`config.mk`:
```
export PLATFORM = sky130hd
export DESIGN_NAME = signed_int_to_decimal_ascii_unit
export DESIGN_NICKNAME = d
export VERILOG_FILES = /design/src/sv/sitda_pkg.sv /design/src/sv/signed_int_to_decimal_ascii_unit.sv
export SDC_FILE = /design/constraint.sdc
export NUM_CORES = 1
export LEC_CHECK = 0
export ABC_AREA = 1
export BUFFER_PORTS_ARGS = -buffer_cell sky130_fd_sc_hd__buf_2
export CAP_MARGIN = 20
export CORE_MARGIN = 2
export CORE_UTILIZATION = 55
export CTS_BUF_LIST = sky130_fd_sc_hd__clkbuf_2
export CTS_CLUSTER_DIAMETER = 120
export DETAILED_ROUTE_END_ITERATION = 16
export PLACE_DENSITY = 0.8
export SLEW_MARGIN = 20
export SYNTH_ARGS = -nofsm -noshare
export SYNTH_HDL_FRONTEND = slang
export SYNTH_SLANG_ARGS = --single-unit
```
`constraint.sdc`:
```
create_clock -name clk -period 5.15 [get_ports clk]
set_input_delay 0.2575 -clock clk [delete_from_list [all_inputs] [get_ports clk]]
set_output_delay 0.2575 -clock clk [all_outputs]
set_load 0.02 [all_outputs]
```
`src/sv/sitda_pkg.sv`:
```
// Shared constants and sizing helpers for the signed integer to decimal ASCII unit.
`default_nettype none

package sitda_pkg;

    // Default width of the converted value.
    localparam int VALUE_BITS_DEF = 32;

    // Width of one BCD digit and of a character code.
    localparam int NIB_BITS  = 4;
    localparam int CHAR_BITS = 6;

    // ASCII codes, truncated to the character field.
    localparam logic [CHAR_BITS-1:0] CHAR_ZERO  = 6'd48;
    localparam logic [CHAR_BITS-1:0] CHAR_MINUS = 6'd45;

    // Decimal digits needed for the largest magnitude, 2^(bits-1).
    // 1233/4096 approximates log10(2) closely enough up to 64 bits.
    function automatic int num_digits(input int bits);
        return ((bits - 1) * 1233) / 4096 + 1;
    endfunction

endpackage

`default_nettype wire

```
`src/sv/signed_int_to_decimal_ascii_unit.sv`:
```
// Top level: signed integer to decimal ASCII converter, double-dabble core.
//
//  channel   | handshake            | payload
//  ----------+----------------------+------------------------------
//  input     | start, busy          | value (VALUE_BITS, signed)
//  result    | strobe (1 cycle)     | char_code (6), last_char (1)
//
// A transaction is accepted on a clock edge with start high and busy low.
// Conversion runs one shift-and-adjust step of the BCD register per cycle,
// then, for negative values only, a state that emits the minus sign, then
// a walk over the BCD digits from the top; leading zeros are walked but not
// strobed. Busy goes high after the accept edge and stays high until the
// final character is registered; a new transaction can be accepted once busy
// has dropped, not at the edge that takes the final character.
// Each character sits on the result ports for one cycle with strobe high;
// the receiver cannot stall. Reset (rst_n low, asynchronous) returns to idle
// and drops strobe; no clearing pass is needed.
`default_nettype none

module signed_int_to_decimal_ascii_unit #(
    parameter int VALUE_BITS = sitda_pkg::VALUE_BITS_DEF
) (
    input  wire                                  clk,
    input  wire                                  rst_n,
    input  wire                                  start,
    output logic                                 busy,
    input  wire  signed [VALUE_BITS-1:0]         value,
    output logic                                 strobe,
    output logic [sitda_pkg::CHAR_BITS-1:0]      char_code,
    output logic                                 last_char
);

    localparam int NDIG     = sitda_pkg::num_digits(VALUE_BITS);
    localparam int NB       = sitda_pkg::NIB_BITS;
    localparam int BCD_BITS = NDIG * NB;
    localparam int SCNT_W   = (VALUE_BITS > 1) ? $clog2(VALUE_BITS) : 1;
    localparam int DCNT_W   = (NDIG > 1) ? $clog2(NDIG) : 1;

    localparam logic [SCNT_W-1:0] SCNT_LAST = SCNT_W'(VALUE_BITS - 1);
    localparam logic [DCNT_W-1:0] DCNT_TOP  = DCNT_W'(NDIG - 1);

    // Sequencer states
    localparam logic [1:0] ST_IDLE = 2'd0;
    localparam logic [1:0] ST_CONV = 2'd1;
    localparam logic [1:0] ST_SIGN = 2'd2;
    localparam logic [1:0] ST_EMIT = 2'd3;

    logic [1:0]                     state_reg, state_next;
    logic [VALUE_BITS-1:0]          mag_reg, mag_next;
    logic [BCD_BITS-1:0]            bcd_reg, bcd_next;
    logic                           neg_reg, neg_next;
    logic                           started_reg, started_next;
    logic [SCNT_W-1:0]              scnt_reg, scnt_next;
    logic [DCNT_W-1:0]              dcnt_reg, dcnt_next;

    logic                           strobe_reg, strobe_next;
    logic [sitda_pkg::CHAR_BITS-1:0] char_reg, char_next;
    logic                           last_reg, last_next;

    logic [BCD_BITS-1:0]            bcd_adj;
    logic [NB-1:0]                  top_nib;
    logic                           show;
    logic [VALUE_BITS-1:0]          in_bits;

    // Add-3 adjust on every digit lane before the shift.
    always_comb
    begin
        for (int d = 0; d < NDIG; d++)
        begin
            if (bcd_reg[d*NB +: NB] >= NB'(5))
                bcd_adj[d*NB +: NB] = bcd_reg[d*NB +: NB] + NB'(3);
            else
                bcd_adj[d*NB +: NB] = bcd_reg[d*NB +: NB];
        end
    end

    assign top_nib = bcd_reg[BCD_BITS-1 -: NB];
    // Digit is shown once the text has started, or is nonzero, or is the units digit.
    assign show    = started_reg || (top_nib != '0) || (dcnt_reg == '0);
    assign in_bits = value;

    always_comb
    begin
        state_next   = state_reg;
        mag_next     = mag_reg;
        bcd_next     = bcd_reg;
        neg_next     = neg_reg;
        started_next = started_reg;
        scnt_next    = scnt_reg;
        dcnt_next    = dcnt_reg;
        strobe_next  = 1'b0;
        char_next    = char_reg;
        last_next    = last_reg;

        unique case (state_reg)
            ST_IDLE:
            begin
                if (start)
                begin
                    // Unsigned magnitude: the most negative value maps to 2^(n-1).
                    neg_next     = in_bits[VALUE_BITS-1];
                    mag_next     = in_bits[VALUE_BITS-1] ? (~in_bits + VALUE_BITS'(1))
                                                         : in_bits;
                    bcd_next     = '0;
                    scnt_next    = '0;
                    started_next = 1'b0;
                    state_next   = ST_CONV;
                end
            end
            ST_CONV:
            begin
                bcd_next  = {bcd_adj[BCD_BITS-2:0], mag_reg[VALUE_BITS-1]};
                mag_next  = {mag_reg[VALUE_BITS-2:0], 1'b0};
                scnt_next = scnt_reg + SCNT_W'(1);
                if (scnt_reg == SCNT_LAST)
                begin
                    dcnt_next  = DCNT_TOP;
                    state_next = neg_reg ? ST_SIGN : ST_EMIT;
                end
            end
            ST_SIGN:
            begin
                strobe_next = 1'b1;
                char_next   = sitda_pkg::CHAR_MINUS;
                last_next   = 1'b0;
                state_next  = ST_EMIT;
            end
            ST_EMIT:
            begin
                strobe_next = show;
                char_next   = sitda_pkg::CHAR_ZERO
                              + {{(sitda_pkg::CHAR_BITS-NB){1'b0}}, top_nib};
                last_next   = (dcnt_reg == '0);
                if (show)
                    started_next = 1'b1;
                bcd_next  = {bcd_reg[BCD_BITS-NB-1:0], {NB{1'b0}}};
                dcnt_next = dcnt_reg - DCNT_W'(1);
                if (dcnt_reg == '0)
                    state_next = ST_IDLE;
            end
            default:
            begin
                state_next = ST_IDLE;
            end
        endcase
    end

    // Control state
    always_ff @(posedge clk or negedge rst_n)
    begin
        if (!rst_n)
        begin
            state_reg  <= ST_IDLE;
            strobe_reg <= 1'b0;
        end
        else
        begin
            state_reg  <= state_next;
            strobe_reg <= strobe_next;
        end
    end

    // Datapath, no reset needed
    always_ff @(posedge clk)
    begin
        mag_reg     <= mag_next;
        bcd_reg     <= bcd_next;
        neg_reg     <= neg_next;
        started_reg <= started_next;
        scnt_reg    <= scnt_next;
        dcnt_reg    <= dcnt_next;
        char_reg    <= char_next;
        last_reg    <= last_next;
    end

    assign busy      = (state_reg != ST_IDLE);
    assign strobe    = strobe_reg;
    assign char_code = char_reg;
    assign last_char = last_reg;

endmodule

`default_nettype wire

```
==> results.txt <==
Syn nets - 760
Hold Crit Class - in2reg
PostCTS Resize Cnt - 0
Hold_sp - value[7]
Final setup skew - 0.0252 ns
Initial Util - 56.4%
Final nets - 798
Final setup violation count - 0
Register Area - 2750 um^2
Pwr Density - 542 nW/um^2
I/O pin count - 44
Root buffer cell - clkbuf_2
CP arrival - 2.86 ns
Startpoint types - flop
Register bit total from synthesis - 92
Fmax - 402 MHz
Number of flip-flops in the largest register - 40
Cell variety after synth - 35
Share of Yosys cell area claimed by the top area cell type - 46.3%
Slowest-stage cell, CP - buf_4
Sequential fraction of the synthesis area - 47.6%
Wirelength, routed - 12200 um
Largest net degree at the start of global routing - 73
CTS tree - yes
Initial antenna violation count - 0
Area post-placement - 6090 um^2
Synth top area cells - edfxtp_1 (46%), nand2_1 (8.3%), o21ai_0 (7.0%), ha_1 (6.7%), inv_1 (6.1%)
Status - completed
Slew Viols, Final - 0
CP Capture Type - flop
Synth Cell Area - 5770 um^2
Via density - 5.51
Post-CTS Setup Bufs - 0
Final hold violation count - 0
Commonest non-fill, non-tap cell in the layout - nand2_1
Worst hold margin - 0.0283 ns
CTS clock-pin slew for the worst setup and hold paths - 0.25 ns
Static leakage - 2.71 nW
Crit-path max cell delay - 0.59 ns
Fin cells - 873
DR DRC count - 0
Min Clock Period, post-route - 2.49 ns
Inserted Clock Buffers - 9
Layout cells sized above 1 - 11.5%
H-Tree Depth - 3
Port Buffers - 42
Clk sinks - 92
First-pass GRT wire length - 20600 um
Hold Crit Depth - 3
Mapped Avg Cell Area - 8.31 um^2
Core box area - 10200 um^2
RSZ-0062 raised after global routing - false
Area Growth Syn to Fin - 8.57%
Reg2Reg Launch Point - state_reg[1]
Vias in the first global route - 4622
Reg2Reg Capture Point - mag_reg[31]
Cells on worst reg2reg path - 7
Ant. Diodes - 0
R2R Setup Slk - 2.66 ns
Fill cells - 877
Final period util - 48.3%
HPWL after DPL - 8640 um
Place WS - 2.64 ns
First drt pass iteration count - 5
Most frequent cells in the layout - nand2_1 (128), inv_1 (92), edfxtp_1 (89)
Least-Margin Pin Slew - 0.757 ns
1st-iter DRT viols - 382
GP Congestion - 0.881
PnR worst setup slack - 2.66 ns
Routed via count - 4810
CP Cell Sequence - inv_1 > ha_1 > buf_4 > inv_2 > buf_4 > nand4_1 > o31ai_1
Critical path class - reg2reg
Ys Warns - 0
Slew headroom - 49.6%
Worst Path Required - 5.52 ns
Worst-case vdd ir drop - 0.354 mV
Post-route cell area - 6260 um^2
Placed Cells - 853
Synth Instances - 694
Vert. Die Dim - 106 um
Area of the die - 11300 um^2
Setup TNS - 0 ns
CTS max path bufs - 2
Crit Path Max Fanout - 72
Gr usage total - 22.7%
Max cap viols - 0
Multi-input logic area - 2560 um^2
Die X - 106 um
# rows - 37
Worst Hold Endpoint - mag_reg[7]
Remaining Overflow, GRT - 0
Synth area leader - edfxtp_1
Clk Latency, worst-skew pair - 0.56 ns
Detail Route Antenna Nets - 0
Cell with the most instances on the worst path - buf_4
Average wire per standard cell - 14.0 um
-- synth_stat cells --
| master | count |
|---|---|
| buf_6 | 2 |
| or2_0 | 1 |
| nand3b_1 | 2 |
| clkbuf_1 | 10 |
| ha_1 | 31 |
| o211ai_1 | 4 |
| edfxtp_1 | 89 |
| inv_1 | 93 |
| o32ai_1 | 11 |
| nor3b_1 | 1 |
| buf_4 | 3 |
| conb_1 | 1 |
| a211oi_1 | 1 |
| nand2_2 | 4 |
| nand3_2 | 2 |
| nor2_4 | 1 |
| dfrtp_1 | 3 |
| buf_2 | 7 |
| a21oi_4 | 1 |
| nand3_1 | 47 |
| nand4_1 | 5 |
| a31oi_1 | 2 |
| o21ai_0 | 81 |
| xor2_1 | 7 |
| a21oi_1 | 47 |
| o31ai_1 | 1 |
| a21oi_2 | 1 |
| nor2_1 | 89 |
| o21ai_4 | 1 |
| o21ai_1 | 3 |
| inv_2 | 4 |
| nor2_2 | 7 |
| nand2_1 | 128 |
| or2_2 | 1 |
| o22ai_1 | 3 |
-- through the flow --
stage	utilization, %	power, W
after floorplan	-	0.00260
after global placement	59.3	0.00287
after detailed placement	59.5	0.00302
after CTS	60.9	0.00337
after global routing	61.2	0.00369
final	61.2	0.00340
-- timing repair --
item	4_1_cts	5_1_grt
endpoints found under the hold margin	4	0
endpoints found under the setup margin	0	0
hold buffers	3	0
-- area by class of cell --
class                           instances  share of cell area, %
Clock buffer                            9                  0.719
Clock inverter                          7                   1.08
Inverter                               97                   5.81
Multi-Input combinational cell        483                   40.8
Sequential cell                        92                   43.9
Tap cell                              136                   2.72
Timing Repair Buffer                   49                   4.96
-- worst max-delay path: cells and delay by family (launching register included) --
kind                       cells  cell delay, ns
buffers and inverters          4            1.09
DFF                            1            0.48
and+or+nand+nor                1            0.19
adders and majority gates      1            0.20
AOI/OAI and AO/OA              1            0.30
-- logic make-up (layout without fill, tap and decap cells) --
group | Yosys count | count (layout) | share of synthesized area [%]
simple gates | 288 | 288 | 21.1
compound gates | 156 | 156 | 15.1
buf+inv | 119 | 162 | 8.35
flops | 92 | 92 | 47.6
fa+ha+maj | 31 | 31 | 6.72
xor+xnor | 7 | 7 | 1.06
other cells | 1 | 1 | 0.0650
-- how the worst max path moves through the flow --
stage	from	to	depth (start not counted)
finish	state_reg[1]	mag_reg[31]	7
global route	state_reg[1]	mag_reg[31]	7
CTS	state_reg[1]	mag_reg[19]	5
global placement	state_reg[1]	mag_reg[21]	5
floorplan	state_reg[1]	mag_reg[0]	6
detailed placement	state_reg[1]	mag_reg[19]	5
-- routing by layer --
| metal | global-route usage, % | part of all wire [%] | up-vias | routed length [um] |
|---|---|---|---|---|
| met5 | 0 | 0 | - | 0 |
| met4 | 8.74 | 2.2 | 0 | 274 |
| met3 | 2.88 | 4.6 | 27 | 560 |
| met2 | 38.4 | 48 | 141 | 5900 |
| met1 | 29.6 | 45 | 2229 | 5450 |
| li1 | - | - | 2413 | - |
-- power breakdown --
part	internal, W	switching (W)	leakage [nW]
logic	0.000482	0.00103	1.73
registers	0.00135	0.000183	0.913
clock network	0.000110	0.000249	0.0669
total	0.00194	0.00146	2.71
No activity file was read; power rests on OpenSTA's default activity.
